File: src/hw/rtl/llhs_pkg.sv
`timescale 1ns / 1ps
// ----------------------------------------------------------------------------
// llhs_pkg: shared definitions for the least loaded host selector
// Field widths, register indexes and the record type passed between stages.
// ----------------------------------------------------------------------------
package llhs_pkg;

    localparam int MAX_HOSTS  = 64;
    localparam int CNT_W      = $clog2(MAX_HOSTS);

    localparam int USERS_W    = 16;
    localparam int SVC_W      = 8;
    localparam int LIMIT_W    = 12;
    localparam int ACC_W      = 16;
    localparam int CAP_W      = SVC_W + LIMIT_W;
    localparam int REST_W     = CAP_W + 2;
    localparam int POS_W      = 6;

    localparam int CFG_ADDR_W = 2;
    localparam int CFG_DATA_W = 16;

    localparam logic [CFG_ADDR_W-1:0] REG_SOFT_LIMIT = 2'd0;
    localparam logic [CFG_ADDR_W-1:0] REG_HARD_LIMIT = 2'd1;
    localparam logic [CFG_ADDR_W-1:0] REG_ACCURACY   = 2'd2;

    // One host record after its capacity has been worked out.
    typedef struct packed {
        logic [USERS_W-1:0]       users;
        logic signed [REST_W-1:0] soft_rest;
        logic signed [REST_W-1:0] hard_rest;
        logic                     can_load;
        logic                     last;
    } t_rest_item;

endpackage

File: src/hw/rtl/least_loaded_host_select.sv
`timescale 1ns / 1ps
// ----------------------------------------------------------------------------
// least_loaded_host_select: picks the lightest host of a list
// Host records stream in one per beat; the last one is marked, and one
// result beat gives the chosen position and whether the pick can take load.
// ----------------------------------------------------------------------------
//  Channel   Dir  Handshake             Payload
//  record    in   i_valid / o_ready     i_host_users .. i_last_host
//  result    out  o_valid / i_ready     o_chosen_position, o_chosen_can_load,
//                                       o_order_changed
//  config    in   i_cfg_we              i_cfg_addr, i_cfg_wdata
//
// One record is taken every cycle unless a last record waits on a stalled
// result; the last record of a selection is loaded into the input register,
// then the capacity register, and its result then into the result register.
// The rate is set by the pick compare and update in the selection stage,
// which closes on itself once per cycle.
// Reset clears the pipeline valids, the record counter, the pick and the
// configuration. A stalled result holds only records marked last; others
// keep flowing past it.
// ----------------------------------------------------------------------------
module least_loaded_host_select (
    input  logic                             i_clk,
    input  logic                             i_rst_n,
    input  logic                             i_cfg_we,
    input  logic [llhs_pkg::CFG_ADDR_W-1:0]  i_cfg_addr,
    input  logic [llhs_pkg::CFG_DATA_W-1:0]  i_cfg_wdata,
    input  logic                             i_valid,
    output logic                             o_ready,
    input  logic [llhs_pkg::USERS_W-1:0]     i_host_users,
    input  logic [llhs_pkg::SVC_W-1:0]       i_online_services,
    input  logic [llhs_pkg::USERS_W-1:0]     i_host_soft_cap,
    input  logic [llhs_pkg::USERS_W-1:0]     i_host_hard_cap,
    input  logic                             i_host_can_load,
    input  logic                             i_last_host,
    output logic                             o_valid,
    input  logic                             i_ready,
    output logic [llhs_pkg::POS_W-1:0]       o_chosen_position,
    output logic                             o_chosen_can_load,
    output logic                             o_order_changed
);
    import llhs_pkg::*;

    logic [LIMIT_W-1:0] r_soft_limit;
    logic [LIMIT_W-1:0] r_hard_limit;
    logic [ACC_W-1:0]   r_accuracy;

    logic               w_item_valid;
    t_rest_item         w_item;
    logic               w_take;

    // Writes to an index beyond the register list are ignored.
    always_ff @(posedge i_clk) begin
        if (!i_rst_n) begin
            r_soft_limit <= '0;
            r_hard_limit <= '0;
            r_accuracy   <= '0;
        end else if (i_cfg_we) begin
            case (i_cfg_addr)
                REG_SOFT_LIMIT: r_soft_limit <= i_cfg_wdata[LIMIT_W-1:0];
                REG_HARD_LIMIT: r_hard_limit <= i_cfg_wdata[LIMIT_W-1:0];
                REG_ACCURACY:   r_accuracy   <= i_cfg_wdata[ACC_W-1:0];
                default: ;
            endcase
        end
    end

    llhs_rest u_rest (
        .i_clk             (i_clk),
        .i_rst_n           (i_rst_n),
        .i_soft_limit      (r_soft_limit),
        .i_hard_limit      (r_hard_limit),
        .i_valid           (i_valid),
        .o_ready           (o_ready),
        .i_host_users      (i_host_users),
        .i_online_services (i_online_services),
        .i_host_soft_cap   (i_host_soft_cap),
        .i_host_hard_cap   (i_host_hard_cap),
        .i_host_can_load   (i_host_can_load),
        .i_last_host       (i_last_host),
        .o_item_valid      (w_item_valid),
        .o_item            (w_item),
        .i_take            (w_take)
    );

    llhs_pick u_pick (
        .i_clk             (i_clk),
        .i_rst_n           (i_rst_n),
        .i_accuracy        (r_accuracy),
        .i_item_valid      (w_item_valid),
        .i_item            (w_item),
        .o_take            (w_take),
        .o_valid           (o_valid),
        .i_ready           (i_ready),
        .o_chosen_position (o_chosen_position),
        .o_chosen_can_load (o_chosen_can_load),
        .o_order_changed   (o_order_changed)
    );

endmodule

File: src/hw/rtl/llhs_rest.sv
`timescale 1ns / 1ps
// ----------------------------------------------------------------------------
// llhs_rest: input register and capacity stage
// Registers each host record, forms soft and hard rest capacity and holds
// the result in a second register for the selection stage.
// ----------------------------------------------------------------------------
module llhs_rest (
    input  logic                            i_clk,
    input  logic                            i_rst_n,
    input  logic [llhs_pkg::LIMIT_W-1:0]    i_soft_limit,
    input  logic [llhs_pkg::LIMIT_W-1:0]    i_hard_limit,
    input  logic                            i_valid,
    output logic                            o_ready,
    input  logic [llhs_pkg::USERS_W-1:0]    i_host_users,
    input  logic [llhs_pkg::SVC_W-1:0]      i_online_services,
    input  logic [llhs_pkg::USERS_W-1:0]    i_host_soft_cap,
    input  logic [llhs_pkg::USERS_W-1:0]    i_host_hard_cap,
    input  logic                            i_host_can_load,
    input  logic                            i_last_host,
    output logic                            o_item_valid,
    output llhs_pkg::t_rest_item            o_item,
    input  logic                            i_take
);
    import llhs_pkg::*;

    logic               r_in_valid;
    logic [USERS_W-1:0] r_users;
    logic [SVC_W-1:0]   r_svcs;
    logic [USERS_W-1:0] r_scap;
    logic [USERS_W-1:0] r_hcap;
    logic               r_can_load;
    logic               r_last;

    logic               r_item_valid;
    t_rest_item         r_item;
    t_rest_item         n_item;

    logic               w_s2_free;
    logic               w_s1_adv;
    logic               w_accept;

    logic [CAP_W-1:0]   w_soft_cap;
    logic [CAP_W-1:0]   w_hard_cap;

    assign w_s2_free = !r_item_valid || i_take;
    assign w_s1_adv  = r_in_valid && w_s2_free;
    assign o_ready   = !r_in_valid || w_s1_adv;
    assign w_accept  = i_valid && o_ready;

    // A nonzero host cap clips the cap from the role limit.
    always_comb begin
        w_soft_cap = CAP_W'(r_svcs * i_soft_limit);
        if (r_scap != '0 && w_soft_cap > CAP_W'(r_scap)) begin
            w_soft_cap = CAP_W'(r_scap);
        end
        w_hard_cap = CAP_W'(r_svcs * i_hard_limit);
        if (r_hcap != '0 && w_hard_cap > CAP_W'(r_hcap)) begin
            w_hard_cap = CAP_W'(r_hcap);
        end
    end

    always_comb begin
        n_item.users     = r_users;
        n_item.soft_rest = $signed({2'b00, w_soft_cap}) - $signed(REST_W'(r_users));
        n_item.hard_rest = $signed({2'b00, w_hard_cap}) - $signed(REST_W'(r_users));
        n_item.can_load  = r_can_load;
        n_item.last      = r_last;
    end

    always_ff @(posedge i_clk) begin
        if (!i_rst_n) begin
            r_in_valid   <= 1'b0;
            r_item_valid <= 1'b0;
        end else begin
            if (w_accept) begin
                r_in_valid <= 1'b1;
            end else if (w_s1_adv) begin
                r_in_valid <= 1'b0;
            end
            if (w_s1_adv) begin
                r_item_valid <= 1'b1;
            end else if (i_take) begin
                r_item_valid <= 1'b0;
            end
        end
    end

    always_ff @(posedge i_clk) begin
        if (w_accept) begin
            r_users    <= i_host_users;
            r_svcs     <= i_online_services;
            r_scap     <= i_host_soft_cap;
            r_hcap     <= i_host_hard_cap;
            r_can_load <= i_host_can_load;
            r_last     <= i_last_host;
        end
        if (w_s1_adv) begin
            r_item <= n_item;
        end
    end

    assign o_item_valid = r_item_valid;
    assign o_item       = r_item;

    // A record waiting for the selection stage must not change under it.
    a_item_hold: assert property (@(posedge i_clk) disable iff (!i_rst_n)
        r_item_valid && !i_take |=> r_item_valid && $stable(r_item))
        else $error("capacity stage record changed while held");

endmodule

File: src/hw/rtl/llhs_pick.sv
`timescale 1ns / 1ps
// ----------------------------------------------------------------------------
// llhs_pick: selection stage and result register
// Compares each record with the running pick, updates the pick and issues
// the result beat on the last record of a selection.
// ----------------------------------------------------------------------------
module llhs_pick (
    input  logic                            i_clk,
    input  logic                            i_rst_n,
    input  logic [llhs_pkg::ACC_W-1:0]      i_accuracy,
    input  logic                            i_item_valid,
    input  llhs_pkg::t_rest_item            i_item,
    output logic                            o_take,
    output logic                            o_valid,
    input  logic                            i_ready,
    output logic [llhs_pkg::POS_W-1:0]      o_chosen_position,
    output logic                            o_chosen_can_load,
    output logic                            o_order_changed
);
    import llhs_pkg::*;

    logic [USERS_W-1:0]       r_pick_users;
    logic signed [REST_W-1:0] r_pick_soft;
    logic signed [REST_W-1:0] r_pick_hard;
    logic                     r_pick_can_load;
    logic [CNT_W-1:0]         r_pick_pos;
    logic                     r_pick_moved;
    logic [CNT_W-1:0]         r_count;

    logic [USERS_W-1:0]       n_pick_users;
    logic signed [REST_W-1:0] n_pick_soft;
    logic signed [REST_W-1:0] n_pick_hard;
    logic                     n_pick_can_load;
    logic [CNT_W-1:0]         n_pick_pos;
    logic                     n_pick_moved;
    logic [CNT_W-1:0]         n_count;

    logic                     r_out_valid;
    logic [POS_W-1:0]         r_out_pos;
    logic                     r_out_can_load;
    logic                     r_out_moved;

    logic                     w_lighter;
    logic                     w_wins;
    logic                     w_replace;
    logic [CNT_W+POS_W-1:0]   w_pos_ext;

    assign o_take = i_item_valid && (!i_item.last || !r_out_valid || i_ready);

    // The margin test is done one bit wider so that it cannot wrap.
    assign w_lighter = ({1'b0, i_item.users} + {1'b0, i_accuracy})
                       <= {1'b0, r_pick_users};

    always_comb begin
        w_wins = 1'b0;
        if (r_pick_soft > 0 && i_item.soft_rest > r_pick_soft) begin
            w_wins = 1'b1;
        end else if (r_pick_soft <= 0 && i_item.soft_rest > 0) begin
            w_wins = 1'b1;
        end else if (r_pick_soft <= 0 && i_item.soft_rest <= 0
                     && i_item.hard_rest > r_pick_hard) begin
            w_wins = 1'b1;
        end
    end

    assign w_replace = (r_count == '0) || !r_pick_can_load
                       || (i_item.can_load && w_lighter && w_wins);

    always_comb begin
        n_pick_users    = r_pick_users;
        n_pick_soft     = r_pick_soft;
        n_pick_hard     = r_pick_hard;
        n_pick_can_load = r_pick_can_load;
        n_pick_pos      = r_pick_pos;
        n_pick_moved    = r_pick_moved;
        if (w_replace) begin
            n_pick_users    = i_item.users;
            n_pick_soft     = i_item.soft_rest;
            n_pick_hard     = i_item.hard_rest;
            n_pick_can_load = i_item.can_load;
            n_pick_pos      = r_count;
            n_pick_moved    = (r_count != '0);
        end
        if (i_item.last) begin
            n_count = '0;
        end else if (r_count < CNT_W'(MAX_HOSTS - 1)) begin
            n_count = r_count + 1'b1;
        end else begin
            n_count = r_count;
        end
    end

    // The reported position is the low bits of the stored position.
    assign w_pos_ext = {{POS_W{1'b0}}, n_pick_pos};

    always_ff @(posedge i_clk) begin
        if (!i_rst_n) begin
            r_pick_users    <= '0;
            r_pick_soft     <= '0;
            r_pick_hard     <= '0;
            r_pick_can_load <= 1'b0;
            r_pick_pos      <= '0;
            r_pick_moved    <= 1'b0;
            r_count         <= '0;
            r_out_valid     <= 1'b0;
        end else begin
            if (o_take) begin
                r_pick_users    <= n_pick_users;
                r_pick_soft     <= n_pick_soft;
                r_pick_hard     <= n_pick_hard;
                r_pick_can_load <= n_pick_can_load;
                r_pick_pos      <= n_pick_pos;
                r_pick_moved    <= n_pick_moved;
                r_count         <= n_count;
            end
            if (o_take && i_item.last) begin
                r_out_valid <= 1'b1;
            end else if (i_ready) begin
                r_out_valid <= 1'b0;
            end
        end
    end

    always_ff @(posedge i_clk) begin
        if (o_take && i_item.last) begin
            r_out_pos      <= w_pos_ext[POS_W-1:0];
            r_out_can_load <= n_pick_can_load;
            r_out_moved    <= n_pick_moved;
        end
    end

    assign o_valid           = r_out_valid;
    assign o_chosen_position = r_out_pos;
    assign o_chosen_can_load = r_out_can_load;
    assign o_order_changed   = r_out_moved;

    a_moved_pos: assert property (@(posedge i_clk) disable iff (!i_rst_n)
        r_pick_moved |-> r_pick_pos != '0)
        else $error("pick marked as moved but sits at the first position");

    a_count_clear: assert property (@(posedge i_clk) disable iff (!i_rst_n)
        o_take && i_item.last |=> r_count == '0)
        else $error("record counter not cleared after the last record");

    a_count_sat: assert property (@(posedge i_clk) disable iff (!i_rst_n)
        r_count <= CNT_W'(MAX_HOSTS - 1))
        else $error("record counter beyond its saturation value");

    a_first_pick: assert property (@(posedge i_clk) disable iff (!i_rst_n)
        o_take && r_count == '0 |=> !r_pick_moved && r_pick_pos == '0)
        else $error("first record of a selection did not become the pick");

endmodule
File: config.mk
export PLATFORM = sky130hd
export DESIGN_NAME = least_loaded_host_select
export DESIGN_NICKNAME = d
export VERILOG_FILES = /design/src/hw/rtl/llhs_pkg.sv /design/src/hw/rtl/least_loaded_host_select.sv /design/src/hw/rtl/llhs_rest.sv /design/src/hw/rtl/llhs_pick.sv
export SDC_FILE = /design/constraint.sdc
export NUM_CORES = 1
export LEC_CHECK = 0
export BUFFER_PORTS_ARGS = -buffer_cell sky130_fd_sc_hd__buf_2
export CORE_ASPECT_RATIO = 1.25
export CORE_MARGIN = 10
export CORE_UTILIZATION = 33
export DETAILED_ROUTE_END_ITERATION = 12
export GPL_TIMING_DRIVEN = 0
export HOLD_SLACK_MARGIN = 0.12
export SLEW_MARGIN = 10
export SYNTH_ARGS = -nofsm -noshare
export SYNTH_HDL_FRONTEND = slang
export SYNTH_SLANG_ARGS = --single-unit
File: constraint.sdc
create_clock -name i_clk -period 7.7 [get_ports i_clk]
set_input_delay 0.385 -clock i_clk [delete_from_list [all_inputs] [get_ports i_clk]]
set_output_delay 0.385 -clock i_clk [all_outputs]
set_load 0.05 [all_outputs]
-- After elaboration in Yosys (flattened, before gate mapping)
Cells that the tools add are included.
Widths: inputs -> output; s select.
- register bits: 243
- output and inout bits: 10
- input bits: 81
- $lt $le $gt $ge: 10
- add/sub/neg operators: 4
- reductions and logical operators: 37
- $mul: 2
- eq/ne operators: 2
- multiplexer cells: 16
- operator list (operator ; count):
    $gt 21x1->1 const B ; 2
    $le 21x1->1 const B ; 2
    $sub 20x16->21 ; 2
    $gt 20x16->1 ; 2
    $mul 8x12->20 ; 2
    $mux 20 ; 2
    $reduce_bool 16->1 ; 2
    $gt 22x22->1 ; 1
    $gt 21x21->1 ; 1
    $mux 6 ; 3
    $add 16x16->17 ; 1
    $le 17x16->1 ; 1
    $logic_and 1x1->1 ; 12
    $mux 1 ; 11
    $reduce_and 2->1 ; 5
    $reduce_bool 2->1 ; 4
    $add 6x1->6 const B ; 1
    $logic_not 6->1 ; 1
    $logic_or 1x1->1 ; 6
    $lt 6x6->1 const B ; 1
    $reduce_bool 6->1 ; 1
    $logic_not 1->1 ; 5
    $eq 2x1->1 const B ; 1
    $eq 2x2->1 const B ; 1
    $logic_not 2->1 ; 1

-- Logic depth before layout (Yosys ltp)
- word-level depth: 9
- mapped depth: 38
- gate-level depth less buffers: 36

-- By module
A second synthesis with hierarchy kept.
- cells, all modules: 2081
- area, all modules: 19980.4 um^2
- modules (own cells, without submodules) (module ; seq. area each (um^2) ; cells an instance ; area each (um^2) ; times used):
    llhs_rest ; 3583.4 ; 1248 ; 12763.5 ; 1
    llhs_pick ; 1741.7 ; 684 ; 5694.2 ; 1
    least_loaded_host_select ; 800.8 ; 149 ; 1522.7 ; 1

-- Worst setup path before layout
OpenSTA, ideal clock, no wires.
- path type: register to register
- start: register u_rest.r_svcs[7]
- end: register u_rest.r_item, in the netlist u_rest.o_item[20], data pin
- data arrival time: 7.909 ns
- slack: -0.488 ns
- stages on the path, launching flop included: 35
- cell sequence: edfxtp_1 > clkbuf_1 > nand2_1 > fa_1 > fa_1 > inv_1 > fa_1 > inv_1 > fa_1 > inv_1 > ha_1 > o21ai_0 > o21a_1 > o21ai_0 > xor2_1 > ha_1 > a21o_1 > a21o_1 > a221o_1 > o21ai_0 > o21ai_1 > clkbuf_1 > a32oi_1 > ha_1 > inv_1 > fa_1 > nand2_1 > a21oi_1 > or4_1 > a21oi_1 > nor2_1 > o41ai_1 > o21ai_0 > nor3_1 > a211oi_1
- RTL lines (element ; RTL line ; text):
    start: declaration ; llhs_rest.sv:28 ; logic [SVC_W-1:0] r_svcs;
    start signal: assignment ; llhs_rest.sv:91 ; r_svcs <= i_online_services;
    end signal: assignment ; llhs_rest.sv:98 ; r_item <= n_item;
    end: declaration ; llhs_rest.sv:35 ; t_rest_item r_item;

==> impl_metrics.tcl <==
set metrics [dict create \
    status "complete, but fails checks" \
    violations "setup timing" \
    grt_max_degree 55 \
    comb_power_share_pct 34.9 \
    period_share_pct 106.1 \
    cap_violations 0 \
    seqPwrFrac_pct 35.3 \
    drtAntennaViolNets 0 \
    yosys_most_used_dff "edfxtp_1" \
    setup_viol 17 \
    start_util_pct 33.38 \
    async_flop_share_pct 0 \
    ioPinCount 91 \
    synth_xor_area_share_pct 3.090 \
    routed_via_density 5.026 \
    max_stage_delay_ns 0.56 \
    wl_per_cell_um 17.69 \
    cp_data_arrival_time_ns 8.54 \
    cts.sinks 241 \
    grt_antenna_before_repair 0 \
    cp_data_required_time_ns 8.07 \
    synth_cell_types 74 \
    syn_area_um2 19560 \
    synth_nets 2515 \
    fin_setup_tns_ns -4.818 \
    hpwl_mm 44.07 \
    core-area_um2 58590 \
    port_buffers 89 \
    skew_ns 0.02883 \
    die_y_um 292.2 \
    grt_pass1_vias 16594 \
    ctsHtreeMaxLevel 1 \
    cts_tree "done" \
    cts_buffers 27 \
    layout_commonest_cell "inv_1" \
    cp_max_fo 8 \
    overflow 0 \
    rows 99 \
    gr-usage-all-layers_pct 15.89 \
    clk_pin_slew_worst_paths_ns 0.06 \
    synth_seq_cells 241 \
    startpoint "u_rest.r_svcs[7]" \
    worstHoldPathType "in -> reg" \
    synth_fa_ha_area_share_pct 26.66 \
    yosysWarnings 0 \
    drt_iter0_markers 669 \
    worstMarginPinSlew_ns 0.8280 \
    dieWidth_um 237.8 \
    clockBufferDepth 3 \
    rr_startpoint "u_rest.r_svcs[7]" \
    min_period_ns 8.169 \
    dieArea_um2 69470 \
    firstDrtPassIters 5 \
    routed_wl_mm 56.38 \
    route.detailed.drc 0 \
    rsz0062_at_grt "true" \
    intPower_mw 3.044 \
    syn_area_per_cell_um2 9.354 \
    power.switching_mw 1.453 \
    final_cells 3188 \
    drive_above_1_share_pct 19.46 \
    whs_ns 0.1801 \
    most-common-layout-cells "inv_1 (259), nand2_1 (190), ha_1 (190)" \
    ir_drop_uv 131.0 \
    drv_slew 0 \
    yosys.area_share.simple_pct 17.40 \
    startpoint_type "flip-flop" \
    place_inst 2939 \
    p_sw_share_pct 32.31 \
    critPathMostFrequentCell "fa_1" \
    area.growth.synth_to_final_pct 27.28 \
    clock.fmax_mhz 122.4 \
    finalWorstSetupSlack_ns -0.4693 \
    synth-compound-area-share_pct 13.50 \
    grt_pass1_wl_mm 88.82 \
    rrSetupSlack_ns -0.47 \
    r2r-end "u_rest.o_item[20]" \
    final_nets 2834 \
    cts_root_buffer "clkbuf_16" \
    clockPowerShare_pct 29.8 \
    gp_congestion 0.8912 \
    p_leak_nw 11.04 \
    worst_path_max_delay_cell "fa_1" \
    via_count 16022 \
    end_kind "flip-flop" \
    crit_end "u_rest.o_item[20]" \
    power.density_nw_per_um2 180.6 \
    hold_viol_final 0 \
    clk_latency_ns 0.58 \
    reg2regPathDepth 35 \
    synth_top_family_by_area "adder cells" \
    ys_seq_area_share_pct 31.11 \
    diodes 0 \
    slew_headroom_pct 44.69 \
    synth_mux_area_share_pct 1.452 \
    syn_inst 2091 \
    synth-edff-count 126 \
    crit_type "reg -> reg" \
]
power groups by stage:
stage,clock network [mW],logic (mW),registers [mW]
floorplan,0,0.868,1.57
finish,1.34,1.57,1.59
global route,1.42,1.73,1.60
global placement,0,1.11,1.61
detailed placement,0,1.14,1.61
CTS,1.37,1.43,1.59
critical path, delay by kind of cell (launching register included):
kind,cells,cell delay [ns]
compound gates,13,2.35
fa+ha+maj,8,3.21
xor+xnor,1,0.10
flops,1,0.55
simple gates,7,1.11
buf+inv,6,0.65
how the worst min path moves through the flow:
stage | startpoint | endpoint | slack (ns) | depth (start not counted)
final | i_ready | u_pick.o_valid | 0.18 | 3
after global routing | i_ready | u_pick.o_valid | 0.19 | 3
after CTS | i_ready | u_pick.o_valid | 0.15 | 3
after detailed placement | u_rest.r_last | u_rest.o_item[0] | 0.41 | 0
after global placement | u_rest.r_can_load | u_rest.o_item[1] | 0.40 | 0
after floorplan | u_rest.r_last | u_rest.o_item[0] | 0.40 | 0
what timing repair did:
action,CTS,global route
setup endpoints to repair,28,29
gates resized for setup,125,93
hold buffers,75,0
setup buffers,89,40
pin swaps,82,86
endpoints found under the hold margin,91,0
stage by stage:
stage | area [um2] | setup slack (ns) | power [mW] | util (%)
floorplan | 19770 | -0.06616 | 2.433 | -
finish | 24900 | -0.4693 | 4.497 | 42.49
CTS | 24200 | -0.5142 | 4.388 | 41.30
global placement | 21170 | -1.164 | 2.724 | 36.13
global route | 24900 | -0.7234 | 4.754 | 42.49
detailed placement | 21220 | -1.363 | 2.755 | 36.22
state kept, by name (all words and copies together) (netlist names), 6 cells and up:
| name | flops |
|---|---|
| r_accuracy | 16 |
| r_hard_limit | 12 |
| r_soft_limit | 12 |
| u_pick.o_chosen_position | 6 |
| u_pick.r_count | 6 |
| u_pick.r_pick_hard | 21 |
| u_pick.r_pick_pos | 6 |
| u_pick.r_pick_soft | 21 |
| u_pick.r_pick_users | 16 |
| u_rest.o_item | 60 |
| u_rest.r_hcap | 16 |
| u_rest.r_scap | 16 |
| u_rest.r_svcs | 8 |
| u_rest.r_users | 16 |
per-layer routing:
metal	track usage [%]	vias to the layer above	wire length (um)
met5	0	-	0
li1	-	7810	-
met2	29.37	340	28940
met1	17.15	7719	21940
met3	1.555	153	1691
met4	9.782	0	3808
area by class of cell:
class                   instances  area [um2]
fillers                      5540       33690
multi-input cells            1510       13230
flip-flops and latches        241        6087
repair buffers                292        2256
inverters                     273        1025
well taps                     757       947.2
clock buffers                  40       819.5
plain buffers                  65       416.7
clock inverters                10       110.1
cells in the mapped netlist, types with 20 or more instances:
master	number	area [um2]
a22o_1	30	262.8
ha_1	220	2753
nand2_1	197	739.5
a21oi_1	83	415.4
xnor2_1	46	402.9
edfxtp_1	126	3784
mux2i_1	25	250.2
dfxtp_1	115	2302
clkbuf_1	48	180.2
a21o_1	38	285.3
nor2b_1	45	281.5
inv_1	273	1025
o21ai_0	115	575.6
a21boi_0	20	150.1
fa_1	123	2462
and2_1	156	975.9
nor4_1	23	143.9
o21a_1	27	202.7
nor2_1	66	247.7
xor2_1	23	201.4
nor3_1	20	100.1
nand3_1	84	420.4
kinds of logic after synthesis:
kind of cell | Yosys count
AO/OA/AOI/OAI | 408
XOR/XNOR | 69
adder cells (fa/ha/maj) | 343
flip-flops | 241
multiplexers | 28
buffers and inverters | 340
AND/OR/NAND/NOR | 662
(Power assumes the default switching activity.)
